--- src/sv/cdq_pkg.sv ---
// Package for the circular deque unit.
// Holds the operation and status codes and the result descriptor struct.
// No dependencies; every other file imports it.
package cdq_pkg;

  // Operation carried by one input transfer.
  typedef enum logic [1:0] {
    KIND_PUSH_FRONT = 2'd0,
    KIND_PUSH_REAR  = 2'd1,
    KIND_POP_FRONT  = 2'd2,
    KIND_POP_REAR   = 2'd3
  } kind_t;

  // Status returned with every result transfer.
  typedef enum logic [1:0] {
    STATUS_DONE  = 2'd0,
    STATUS_FULL  = 2'd1,
    STATUS_EMPTY = 2'd2
  } status_t;

  // Width of the capacity register's write data.
  localparam int CAP_REG_WIDTH = 8;

  // What the control logic tells the output stage about one operation.
  typedef struct packed {
    status_t status;
    logic    pop_ok;
  } result_info_t;

endpackage

--- src/sv/cdq_ctrl.sv ---
// Index and occupancy control of the deque: capacity register, front and
// rear indices, empty flag, and the slot store request per operation.
// Depends on cdq_pkg for codes and the result descriptor.
module cdq_ctrl
  import cdq_pkg::*;
#(
  parameter int DEPTH       = 128,
  parameter int VALUE_WIDTH = 32
) (
  input  logic                          clk,
  input  logic                          rst_n,
  input  logic                          cfg_we,
  input  logic [CAP_REG_WIDTH-1:0]      cfg_wdata,
  input  logic                          op_valid,
  input  logic [1:0]                    op_kind,
  input  logic signed [VALUE_WIDTH-1:0] op_value,
  output logic                          mem_we,
  output logic [$clog2(DEPTH)-1:0]      mem_waddr,
  output logic signed [VALUE_WIDTH-1:0] mem_wdata,
  output logic                          mem_re,
  output logic [$clog2(DEPTH)-1:0]      mem_raddr,
  output result_info_t                  info
);

  localparam int AW      = $clog2(DEPTH);
  localparam int CW      = $clog2(DEPTH + 1);
  localparam int LW      = (CW > CAP_REG_WIDTH) ? CW : CAP_REG_WIDTH;
  localparam int CAP_RST = (DEPTH < 128) ? DEPTH : 128;

  logic [CW-1:0] cap_r, cap_nxt;
  logic [AW-1:0] front_r, front_nxt;
  logic [AW-1:0] rear_r, rear_nxt;
  logic          empty_r, empty_nxt;

  logic [CW-1:0] front_inc, rear_inc;
  logic [AW-1:0] front_up, front_dn, rear_up, rear_dn;
  logic          full;
  logic [LW-1:0] cfg_ext;
  logic [CW-1:0] cfg_cap;
  kind_t         kind;

  // Neighbor indices, wrapping at the live capacity.
  assign front_inc = CW'(front_r) + CW'(1);
  assign rear_inc  = CW'(rear_r) + CW'(1);
  assign front_up  = (front_inc == cap_r) ? '0 : AW'(front_inc);
  assign rear_up   = (rear_inc == cap_r) ? '0 : AW'(rear_inc);
  assign front_dn  = (front_r == '0) ? AW'(cap_r - CW'(1)) : front_r - AW'(1);
  assign rear_dn   = (rear_r == '0) ? AW'(cap_r - CW'(1)) : rear_r - AW'(1);

  assign full = !empty_r && (front_r == rear_up);
  assign kind = kind_t'(op_kind);

  // Written capacity clamped to the range one to DEPTH.
  assign cfg_ext = LW'(cfg_wdata);
  always_comb begin
    if (cfg_ext == '0) begin
      cfg_cap = CW'(1);
    end else if (cfg_ext > LW'(DEPTH)) begin
      cfg_cap = CW'(DEPTH);
    end else begin
      cfg_cap = CW'(cfg_ext);
    end
  end

  // Next state and slot store request for one operation.
  always_comb begin
    cap_nxt     = cap_r;
    front_nxt   = front_r;
    rear_nxt    = rear_r;
    empty_nxt   = empty_r;
    mem_we      = 1'b0;
    mem_waddr   = '0;
    mem_wdata   = op_value;
    mem_re      = 1'b0;
    mem_raddr   = front_r;
    info.status = STATUS_DONE;
    info.pop_ok = 1'b0;
    if (cfg_we) begin
      cap_nxt   = cfg_cap;
      front_nxt = '0;
      rear_nxt  = '0;
      empty_nxt = 1'b1;
    end else if (op_valid) begin
      case (kind)
        KIND_PUSH_FRONT, KIND_PUSH_REAR: begin
          if (full) begin
            info.status = STATUS_FULL;
          end else if (empty_r) begin
            front_nxt = '0;
            rear_nxt  = '0;
            empty_nxt = 1'b0;
            mem_we    = 1'b1;
            mem_waddr = '0;
          end else if (kind == KIND_PUSH_FRONT) begin
            front_nxt = front_dn;
            mem_we    = 1'b1;
            mem_waddr = front_dn;
          end else begin
            rear_nxt  = rear_up;
            mem_we    = 1'b1;
            mem_waddr = rear_up;
          end
        end
        KIND_POP_FRONT, KIND_POP_REAR: begin
          if (empty_r) begin
            info.status = STATUS_EMPTY;
          end else begin
            mem_re      = 1'b1;
            mem_raddr   = (kind == KIND_POP_FRONT) ? front_r : rear_r;
            info.pop_ok = 1'b1;
            if (front_r == rear_r) begin
              front_nxt = '0;
              rear_nxt  = '0;
              empty_nxt = 1'b1;
            end else if (kind == KIND_POP_FRONT) begin
              front_nxt = front_up;
            end else begin
              rear_nxt = rear_dn;
            end
          end
        end
        default: begin
          info.status = STATUS_DONE;
        end
      endcase
    end
  end

  // Control registers.
  always_ff @(posedge clk) begin
    if (!rst_n) begin
      cap_r   <= CW'(CAP_RST);
      front_r <= '0;
      rear_r  <= '0;
      empty_r <= 1'b1;
    end else begin
      cap_r   <= cap_nxt;
      front_r <= front_nxt;
      rear_r  <= rear_nxt;
      empty_r <= empty_nxt;
    end
  end

endmodule

--- config.mk ---
export PLATFORM = sky130hd
export DESIGN_NAME = cdq_ctrl
export DESIGN_NICKNAME = d
export VERILOG_FILES = /design/src/sv/cdq_pkg.sv /design/src/sv/cdq_ctrl.sv
export SDC_FILE = /design/constraint.sdc
export NUM_CORES = 1
export LEC_CHECK = 0
export ABC_AREA = 1
export ABC_CLOCK_PERIOD_IN_PS = 6650
export BUFFER_PORTS_ARGS = -buffer_cell sky130_fd_sc_hd__buf_2
export CAP_MARGIN = 20
export CORE_MARGIN = 2
export CORE_UTILIZATION = 50
export CTS_CLUSTER_DIAMETER = 150
export CTS_CLUSTER_SIZE = 30
export DETAILED_ROUTE_END_ITERATION = 6
export PLACE_DENSITY = 0.79
export SETUP_SLACK_MARGIN = 0.1
export SYNTH_ARGS = -nofsm -noshare
export SYNTH_HDL_FRONTEND = slang
export SYNTH_SLANG_ARGS = --single-unit
--- constraint.sdc ---
create_clock -name clk -period 6.65 [get_ports clk]
set_input_delay 1.33 -clock clk [delete_from_list [all_inputs] [get_ports clk]]
set_output_delay 1.33 -clock clk [all_outputs]
set_load 0.02 [all_outputs]
==> impl_metrics.tcl, run 1 <==
set metrics [dict create \
    final_cell_count_no_fill 544 \
    floorplan.die.height_um 80.0 \
    tightest_pin_transition_ns 0.601 \
    critical_path.endpoint_type "output pin" \
    synth.mux.area_fraction 0 \
    yosys.area_share.simple 0.379 \
    setup_repair_after_global_routing_missed_its_margin "no" \
    io_buffer_count 32 \
    grt_max_degree 30 \
    total_inserted_antenna_cells 0 \
    numClockSinks 23 \
    synthDominantAreaCellType "dfxtp_1" \
    global_route.usage.total 0.288 \
    path_class "reg2out" \
    synth_fp_nets 540 \
    cts.reportedPaths.clkPinSlew_ns 0.10 \
    numCtsBuffers 3 \
    fin_nets 526 \
    synth_cell_type_count 33 \
    timing_max_transition_violations_final 0 \
    ys_ff_latch 23 \
    worstSetupStartpointType "flop" \
    grt_pass1_wl_um 14200 \
    synth_ff_type "dfxtp_1" \
    synth_area_per_cell_um2 5.93 \
    synthAdderAreaFrac 0.0303 \
    tritoncts_clock_tree "yes" \
    number_of_inserted_filler_cells_in_the_final_layout 612 \
    slew-limit-headroom 0.599 \
    number_of_antenna_violating_nets_in_the_routed_design 0 \
    total_power_uw 413 \
    postCtsResizedCells 0 \
    result_of_the_run "complete, no violations" \
    hold_viol_final 0 \
    power_density_mw_per_mm2 145 \
    clk-insertion-delay-late_ns 0.28 \
    detailed_place_hpwl_um 6970 \
    mostFrequentLayoutCells "nand2_1 (109), inv_1 (58), nor2_1 (52), nand3_1 (48), buf_2 (32)" \
    post_cts_setup_buffer_count 0 \
    gpl.final_weighted_congestion 1.04 \
    grt_antenna_before_repair 0 \
    remaining_drc_errors 0 \
    final_min_period_over_clock_period 0.707 \
    synth_cells 487 \
    synth_top_cell_area_share 0.159 \
    critPathArrivalTime_ns 3.37 \
    die-area_mm2 0.00640 \
    max-cap-violations 0 \
    coreArea_mm2 0.00554 \
    tns_ns 0 \
    preCtsSetupSlack_ns 2.33 \
    yosys_warnings 0 \
    leading_cell_type_in_the_layout_fill_and_taps_excluded "nand2_1" \
    synth.area.top_cells "dfxtp_1 (16%), nand2_1 (14%), buf_4 (9.1%)" \
    synth_compound_gate_area_share 0.154 \
    finalWirelength_um 8900 \
    proportion_of_layout_cells_with_a_drive_suffix_above_1 0.146 \
    sequential_area_share_after_synthesis 0.159 \
    finClkSkew_ns 0.0106 \
    fin_area_mm2 0.00284 \
    critPathRequiredTime_ns 5.32 \
    synth_top_family_by_area "simple AND/OR/NAND/NOR gates" \
    p_leak_nw 1.31 \
    holdBufCountCts 0 \
    grt-ovfl-total 0 \
    vias 3089 \
    detail_route.vias_per_cell 5.68 \
    synth-edff-count 0 \
    syn2layout_area_growth_pct -1.82 \
    clock_path_buffers 2 \
    timing.final.setup_violations 0 \
    drt_iter0_drc 304 \
    min_path_type "reg2reg" \
    cts_max_level 1 \
    post_synth_instance_area_mm2 0.00289 \
    post-route-worst-setup-slack_ns 1.95 \
    critical_path.max_fanout 29 \
    die_width_um 80.0 \
    dp_cells 539 \
    hold_ws_ns 0.602 \
    fmaxAchievable_ghz 0.213 \
    timing.final.crit_period_ns 4.70 \
    dpl-instance-area_mm2 0.00278 \
    grt_pass1_vias 2807 \
    max_ir_drop_vdd_uv 72.1 \
    detail_routed_net_length_per_standard_cell_um 16.4 \
    io_pins 97 \
    synth_async_sr_flop_share 0 \
    finish.utilization 0.512 \
    cts-root-buf "clkbuf_8" \
    initial_util 0.522 \
    floorplan.rows 27 \
    firstDrtPassIters 5 \
    synth-xor-area-share 0.0697 \
]
[critical path: stages (launching register included)]
cell	delay (ns)
dfxtp_1	0.47
inv_2	0.13
ha_1	0.40
inv_1	0.07
nand2_1	0.06
nand3_1	0.07
nor2_1	0.11
nand3_1	0.12
nor2_4	0.11
nand2_4	0.14
nand2_1	0.15
nand2_1	0.07
nand2_1	0.06
nand2_1	0.06
nor2_2	0.14
nand3_2	0.49
nor2_1	0.23
buf_2	0.19
[layout make-up]
class	count	area, µm²	area share
Inverter	63	236	0.0833
Clock buffer	3	41.3	0.0146
Sequential cell	23	460	0.162
Timing Repair Buffer	34	175	0.0617
Clock inverter	1	5.00	0.00176
Multi-Input combinational cell	348	1830	0.645
Tap cell	72	90.1	0.0317
[routing by layer]
metal,part of all wire,global-route usage
met5,0,0
met2,0.44,0.458
met3,0.10,0.0486
met1,0.44,0.394
met4,0.021,0.0881
[cell usage after synthesis (5+ instances only)]
cell / n
o22ai_1: 19
buf_2: 6
xor2_1: 20
o21ai_0: 22
nand4_1: 6
clkbuf_1: 8
dfxtp_1: 23
buf_4: 35
nand3_1: 48
ha_1: 7
nor3_1: 7
inv_2: 5
nand3_2: 6
inv_1: 58
nor2_1: 52
a21oi_2: 7
nand2_1: 109
a21oi_1: 18
[power by group]
part	leakage [nW]	switching, mW	internal (mW)
clock	0.0255	0.0538	0.0421
sequential	0.187	0.0130	0.143
combinational	1.10	0.107	0.0535
total	1.31	0.174	0.239
[cells by family after synthesis]
logic type,after synthesis
xor+xnor,23
compound gates,75
simple gates,243
flops,23
buf+inv,116
fa+ha+maj,7
[flip-flops by register name (all words and copies together) (netlist names)]
signal   flops
front_r      7
empty_r      1
cap_r        8
rear_r       7
[path summary, 6_finish.rpt]
check                                             from                 endpoint  slack [ns]  cells after the start
worst min-delay path            rear_r[5]$_SDFFE_PP0P_   rear_r[5]$_SDFFE_PP0P_        0.60                      2
worst min register to register  rear_r[5]$_SDFFE_PP0P_   rear_r[5]$_SDFFE_PP0P_        0.60                      2
worst max register to register  rear_r[0]$_SDFFE_PP0P_  front_r[4]$_SDFFE_PP0P_        3.46                     17
worst max-delay path            rear_r[0]$_SDFFE_PP0P_                  info[1]        1.95                     17
No activity file was read; power rests on OpenSTA's default activity.
==> run 2, diff against run 1 <==
--- a/config.mk
+++ b/config.mk
@@ -6,7 +6,7 @@
 export NUM_CORES = 1
 export LEC_CHECK = 0
 export ABC_AREA = 1
-export ABC_CLOCK_PERIOD_IN_PS = 6650
+export ABC_CLOCK_PERIOD_IN_PS = 4450
 export BUFFER_PORTS_ARGS = -buffer_cell sky130_fd_sc_hd__buf_2
 export CAP_MARGIN = 20
 export CORE_MARGIN = 2
==> constraint.sdc (replaced) <==
create_clock -name clk -period 4.45 [get_ports clk]
set_input_delay 0.89 -clock clk [delete_from_list [all_inputs] [get_ports clk]]
set_output_delay 0.89 -clock clk [all_outputs]
set_load 0.02 [all_outputs]
==> impl_metrics.tcl, run 2 (synthesis results as in run 1) <==
set metrics [dict create \
    max-cap-violations 0 \
    grt_pass1_vias 2799 \
    critPathCapture "mem_waddr[5]" \
    cts-root-buf "clkbuf_8" \
    reg2regPathDepth 13 \
    drt_iter0_drc 291 \
    detailed_place_hpwl_um 7150 \
    vias 3098 \
    numClockSinks 23 \
    fmaxAchievable_ghz 0.255 \
    min_path_type "reg2reg" \
    result_of_the_run "complete, no violations" \
    seq_power_share 0.379 \
    finish.utilization 0.515 \
    path_class "reg2out" \
    max_flop_register "cap_r" \
    post_cts_setup_buffer_count 0 \
    setup_repair_after_global_routing_missed_its_margin "no" \
    finalWirelength_um 9130 \
    grt_antenna_before_repair 0 \
    finClkSkew_ns 0.00873 \
    global_route.usage.total 0.295 \
    critPathRequiredTime_ns 3.56 \
    die_width_um 80.0 \
    timing_max_transition_violations_final 0 \
    proportion_of_layout_cells_with_a_drive_suffix_above_1 0.150 \
    max_ir_drop_vdd_uv 110 \
    gpl.final_weighted_congestion 0.994 \
    grt_max_degree 29 \
    post-route-worst-setup-slack_ns 0.533 \
    dp_cells 542 \
    top_regs "cap_r (8), front_r (7), rear_r (7)" \
    grt-ovfl-total 0 \
    detail_routed_net_length_per_standard_cell_um 16.7 \
    critical_path.startpoint "rear_r[0]$_SDFFE_PP0P_" \
    remaining_drc_errors 0 \
    die-area_mm2 0.00640 \
    total_power_uw 614 \
    tightest_pin_transition_ns 0.616 \
    floorplan.rows 27 \
    mostFrequentLayoutCells "nand2_1 (109), inv_1 (58), nor2_1 (52), nand3_1 (48), buf_2 (32)" \
    power.combinational.fraction 0.390 \
    postCtsResizedCells 0 \
    hold_viol_final 0 \
    critPathArrivalTime_ns 3.03 \
    power_density_mw_per_mm2 215 \
    timing.critical_path.depth 18 \
    number_of_antenna_violating_nets_in_the_routed_design 0 \
    numCtsBuffers 3 \
    leading_cell_type_in_the_layout_fill_and_taps_excluded "nand2_1" \
    final_min_period_over_clock_period 0.880 \
    worstSetupStartpointType "flop" \
    power_switching_share 0.418 \
    p_switching_uw 257 \
    syn2layout_area_growth_pct -1.30 \
    tns_ns 0 \
    p_leak_nw 1.32 \
    crit_path_cell_trace "inv_2 -> ha_1 -> inv_1 -> nand2_1 -> nand3_1 -> nor2_1 -> nand3_1 -> nor2_4 -> nand2_4 -> nand2_1 -> nand2_1 -> nand2_1 -> nand2_1 -> nor2_2 -> nand2_1 -> nand2_1 -> nor2_1 -> buf_2" \
    coreArea_mm2 0.00554 \
    io_buffer_count 32 \
    timing.critical_path.mode_cell "nand2_1" \
    r2r_end "front_r[2]$_SDFFE_PP0P_" \
    final_cell_count_no_fill 546 \
    slew-limit-headroom 0.588 \
    worst_r2r_startpoint "front_r[2]$_SDFFE_PP0P_" \
    critical_path.endpoint_type "output pin" \
    clk_network_pwr_share 0.231 \
    timing.final.crit_period_ns 3.92 \
    critical_path.max_fanout 14 \
    holdBufCountCts 0 \
    cts.reportedPaths.clkPinSlew_ns 0.10 \
    clk-insertion-delay-late_ns 0.28 \
    cp_slowest_cell "dfxtp_1" \
    clock_path_buffers 2 \
    total_inserted_antenna_cells 0 \
    ff2ff_setup_slack_ns 1.54 \
    cellInternalPower_uw 357 \
    crit_path_max_incr_delay_ns 0.48 \
    io_pins 97 \
    initial_util 0.522 \
    tritoncts_clock_tree "yes" \
    fin_nets 528 \
    firstDrtPassIters 5 \
    preCtsSetupSlack_ns 0.869 \
    critical_path_buf_inv_count 3 \
    detail_route.vias_per_cell 5.67 \
    timing.final.setup_violations 0 \
    worst_path_dominant_cell_family "simple AND/OR/NAND/NOR gates" \
    grt_pass1_wl_um 14600 \
    largest_register_ff_count 8 \
    cts_max_level 1 \
    floorplan.die.height_um 80.0 \
]
## run 2: cell count changes in the layout (fill, tap and decap cells not counted)
cell / previous run / this run
buf_4: 2 / 4
## run 2: area by class of cell
cell class	instances	area, µm²
Clock buffer	3	41.3
Clock inverter	1	5.00
Fill cell	611	2690
Inverter	63	236
Multi-Input combinational cell	348	1830
Sequential cell	23	460
Tap cell	72	90.1
Timing Repair Buffer	36	190
## run 2: metal layers
| layer | track usage | up-vias | wire (µm) |
|---|---|---|---|
| met5 | 0 | - | 0 |
| met4 | 0.0797 | 0 | 167 |
| met3 | 0.0520 | 21 | 978 |
| met2 | 0.462 | 166 | 3990 |
| met1 | 0.415 | 1394 | 3990 |
| li1 | - | 1517 | - |
## run 2: worst min-delay path by stage
stage | startpoint | to | slack [ns] | cells past startpoint
detailed placement | rear_r[5]$_SDFFE_PP0P_ | rear_r[5]$_SDFFE_PP0P_ | 0.57 | 2
CTS | rear_r[5]$_SDFFE_PP0P_ | rear_r[5]$_SDFFE_PP0P_ | 0.58 | 2
finish | rear_r[5]$_SDFFE_PP0P_ | rear_r[5]$_SDFFE_PP0P_ | 0.59 | 2
global route | rear_r[5]$_SDFFE_PP0P_ | rear_r[5]$_SDFFE_PP0P_ | 0.62 | 2
floorplan | cap_r[7]$_SDFFE_PN1P_ | cap_r[7]$_SDFFE_PN1P_ | 0.50 | 2
global placement | rear_r[5]$_SDFFE_PP0P_ | rear_r[5]$_SDFFE_PP0P_ | 0.57 | 2
## run 2: worst register-to-register path, delay by kind of cell (launching register included)
kind	cells	cell delay (ns)
buffers and inverters	2	0.55
DFF	1	0.65
and+or+nand+nor	11	1.62
## run 2: power groups by stage
| stage | clock network [mW] | registers [mW] | logic, mW |
|---|---|---|---|
| 3_3_place_gp | 0 | 0.237 | 0.234 |
| 6_report | 0.142 | 0.233 | 0.240 |
| 2_1_floorplan | 0 | 0.225 | 0.223 |
| 3_5_place_dp | 0 | 0.237 | 0.233 |
| 5_1_grt | 0.151 | 0.234 | 0.265 |
| 4_1_cts | 0.143 | 0.232 | 0.234 |
## run 2: metrics by stage
step,hold WS (ns),area (µm²)
final,0.589,2850
after global placement,0.565,2810
after global routing,0.617,2850
after detailed placement,0.571,2810
after floorplan,0.496,2890
after CTS,0.584,2850
==> run 3, diff against run 2 <==
--- a/config.mk
+++ b/config.mk
@@ -5,10 +5,9 @@
 export SDC_FILE = /design/constraint.sdc
 export NUM_CORES = 1
 export LEC_CHECK = 0
-export ABC_AREA = 1
 export ABC_CLOCK_PERIOD_IN_PS = 4450
 export BUFFER_PORTS_ARGS = -buffer_cell sky130_fd_sc_hd__buf_2
-export CAP_MARGIN = 20
+export CAP_MARGIN = 25
 export CORE_MARGIN = 2
 export CORE_UTILIZATION = 50
 export CTS_CLUSTER_DIAMETER = 150
@@ -19,3 +18,4 @@
 export SYNTH_ARGS = -nofsm -noshare
 export SYNTH_HDL_FRONTEND = slang
 export SYNTH_SLANG_ARGS = --single-unit
+export TNS_END_PERCENT = 5
==> impl_metrics.tcl, run 3 <==
set metrics [dict create \
    remaining_drc_errors 0 \
    synth_top_cell_area_share 0.153 \
    finalWirelength_um 8560 \
    numCtsBuffers 3 \
    critPathRequiredTime_ns 3.56 \
    preCtsSetupSlack_ns 0.473 \
    clk-insertion-delay-late_ns 0.29 \
    floorplan.rows 28 \
    grt_pass1_wl_um 13200 \
    seq_power_share 0.396 \
    cellInternalPower_uw 355 \
    synth_fp_nets 468 \
    hold_ws_ns 0.591 \
    power.combinational.fraction 0.348 \
    synthDominantAreaCellType "dfxtp_1" \
    finClkSkew_ns 0.00472 \
    clk_network_pwr_share 0.256 \
    die-area_mm2 0.00664 \
    post-route-worst-setup-slack_ns 0.274 \
    fin_area_mm2 0.00297 \
    p_leak_nw 1.13 \
    floorplan.die.height_um 81.5 \
    firstDrtPassIters 5 \
    max-cap-violations 0 \
    grt_max_degree 18 \
    timing.final.setup_violations 0 \
    io_pins 97 \
    worstSetupStartpointType "flop" \
    hold_viol_final 0 \
    synth.area.top_cells "dfxtp_1 (15%), buf_4 (8.8%), xnor2_1 (7.0%)" \
    max_ir_drop_vdd_uv 120 \
    cts_max_level 1 \
    drt_iter0_drc 442 \
    number_of_antenna_violating_nets_in_the_routed_design 0 \
    yosys_warnings 0 \
    total_power_uw 583 \
    path_class "reg2out" \
    layout.area.seq_um2 468 \
    critPathArrivalTime_ns 3.29 \
    ys_ff_latch 23 \
    largest_register_ff_count 8 \
    final_min_period_over_clock_period 0.939 \
    vias 2947 \
    fin_nets 444 \
    post_synth_most_frequent_cells "nand2_1 (43), buf_4 (35), o21ai_0 (26), nor2_1 (24), xnor2_1 (24)" \
    critical_path.endpoint_type "output pin" \
    synth_area_per_cell_um2 7.23 \
    dp_cells 459 \
    tightest_pin_transition_ns 0.727 \
    gpl.final_weighted_congestion 1.01 \
    mostFrequentLayoutCells "nand2_1 (43), buf_2 (32), o21ai_0 (26), xnor2_1 (24), nor2_1 (24)" \
    finish.utilization 0.507 \
    sequential_area_share_after_synthesis 0.153 \
    holdBufCountCts 0 \
    die_width_um 81.5 \
    critical_path.max_fanout 7 \
    timing_max_transition_violations_final 0 \
    coreArea_mm2 0.00585 \
    tns_ns 0 \
    number_of_inserted_filler_cells_in_the_final_layout 591 \
    cts.reportedPaths.clkPinSlew_ns 0.09 \
    cts-root-buf "clkbuf_8" \
    synth-edff-count 0 \
    p_switching_uw 227 \
    grt_pass1_vias 2564 \
    power_density_mw_per_mm2 197 \
    synth_ff_type "dfxtp_1" \
    leading_cell_type_in_the_layout_fill_and_taps_excluded "nand2_1" \
    fmaxAchievable_ghz 0.239 \
    synth_cells 415 \
    numClockSinks 23 \
    grt-ovfl-total 0 \
    total_inserted_antenna_cells 0 \
    max_flop_register "cap_r" \
    top_regs "cap_r (8), front_r (7), rear_r (7)" \
    final_cell_count_no_fill 465 \
    detailed_place_hpwl_um 6310 \
    slew-limit-headroom 0.515 \
    dpl-instance-area_mm2 0.00287 \
    min_path_type "reg2reg" \
    global_route.usage.total 0.258 \
    synth_async_sr_flop_share 0 \
    result_of_the_run "complete, no violations" \
    detail_routed_net_length_per_standard_cell_um 18.4 \
    initial_util 0.513 \
    proportion_of_layout_cells_with_a_drive_suffix_above_1 0.179 \
    timing.final.crit_period_ns 4.18 \
    grt_antenna_before_repair 0 \
    detail_route.vias_per_cell 6.34 \
    syn2layout_area_growth_pct -1.17 \
    setup_repair_after_global_routing_missed_its_margin "no" \
    post_synth_instance_area_mm2 0.00300 \
    io_buffer_count 32 \
    multiInputGateArea_mm2 0.00211 \
    tritoncts_clock_tree "yes" \
    synth_most_common_cell "nand2_1" \
    clock_path_buffers 2 \
    synth_cell_type_count 59 \
    power_switching_share 0.390 \
]
run 3: cell count changes after synthesis, sizes merged, moves of 12 or more:
cell and delta:
inv -52, nor2 -33, nor3 +17, clkbuf +12
nand2 -72, xnor2 +21, nand3 -35
run 3: power by group through the flow:
stage	Sequential (mW)	Clock (mW)	Combinational (mW)
floorplan	0.221	0	0.207
global placement	0.234	0	0.194
detailed placement	0.235	0	0.196
CTS	0.230	0.149	0.196
global route	0.232	0.158	0.221
finish	0.231	0.149	0.203
run 3: timing repair:
item / in CTS / in global routing
endpoints found under the setup margin: 0 / 8
setup buffers: 0 / 2
gates resized for setup: 0 / 9
run 3: layout make-up:
class                           count  share of cell area
Timing Repair Buffer               37              0.0667
Sequential cell                    23               0.158
Clock inverter                      1             0.00253
Tap cell                           75              0.0316
Inverter                           13              0.0165
Multi-Input combinational cell    313               0.711
Clock buffer                        3              0.0139
run 3: worst paths after layout:
check                    startpoint  slack (ns)                     end  depth (start not counted)
max reg2reg  rear_r[0]$_SDFFE_PP0P_        1.10  rear_r[0]$_SDFFE_PP0P_                         12
min          rear_r[0]$_SDFFE_PP0P_        0.59  rear_r[0]$_SDFFE_PP0P_                          2
max          rear_r[0]$_SDFFE_PP0P_        0.27            mem_waddr[6]                         13
min reg2reg  rear_r[0]$_SDFFE_PP0P_        0.59  rear_r[0]$_SDFFE_PP0P_                          2
run 3: layer usage:
metal,part of all wire,track usage
met4,0.031,0.0915
met1,0.42,0.351
met5,0,0
met3,0.10,0.0495
met2,0.45,0.404
run 3: cell families (layout without fill, tap and decap cells):
kind of cell | count (synthesis) | after routing | synth area share
AOI/OAI and AO/OA | 101 | 101 | 0.234
and+or+nand+nor | 150 | 150 | 0.252
muxes | 9 | 9 | 0.0325
adders and majority gates | 7 | 7 | 0.0292
buffers and inverters | 79 | 54 | 0.151
xor gates and xnor gates | 46 | 46 | 0.148
DFF | 23 | 23 | 0.153
run 3: worst max-delay path, cell delays in order (launching register included):
cell,delay [ns]
dfxtp_2,0.41
inv_1,0.11
ha_2,0.41
xnor2_1,0.13
nand3_1,0.14
a211oi_4,0.25
nand2_1,0.13
mux2i_1,0.17
o41ai_4,0.42
nor3_2,0.09
nor3_2,0.21
buf_4,0.17
nor3b_1,0.17
buf_2,0.19
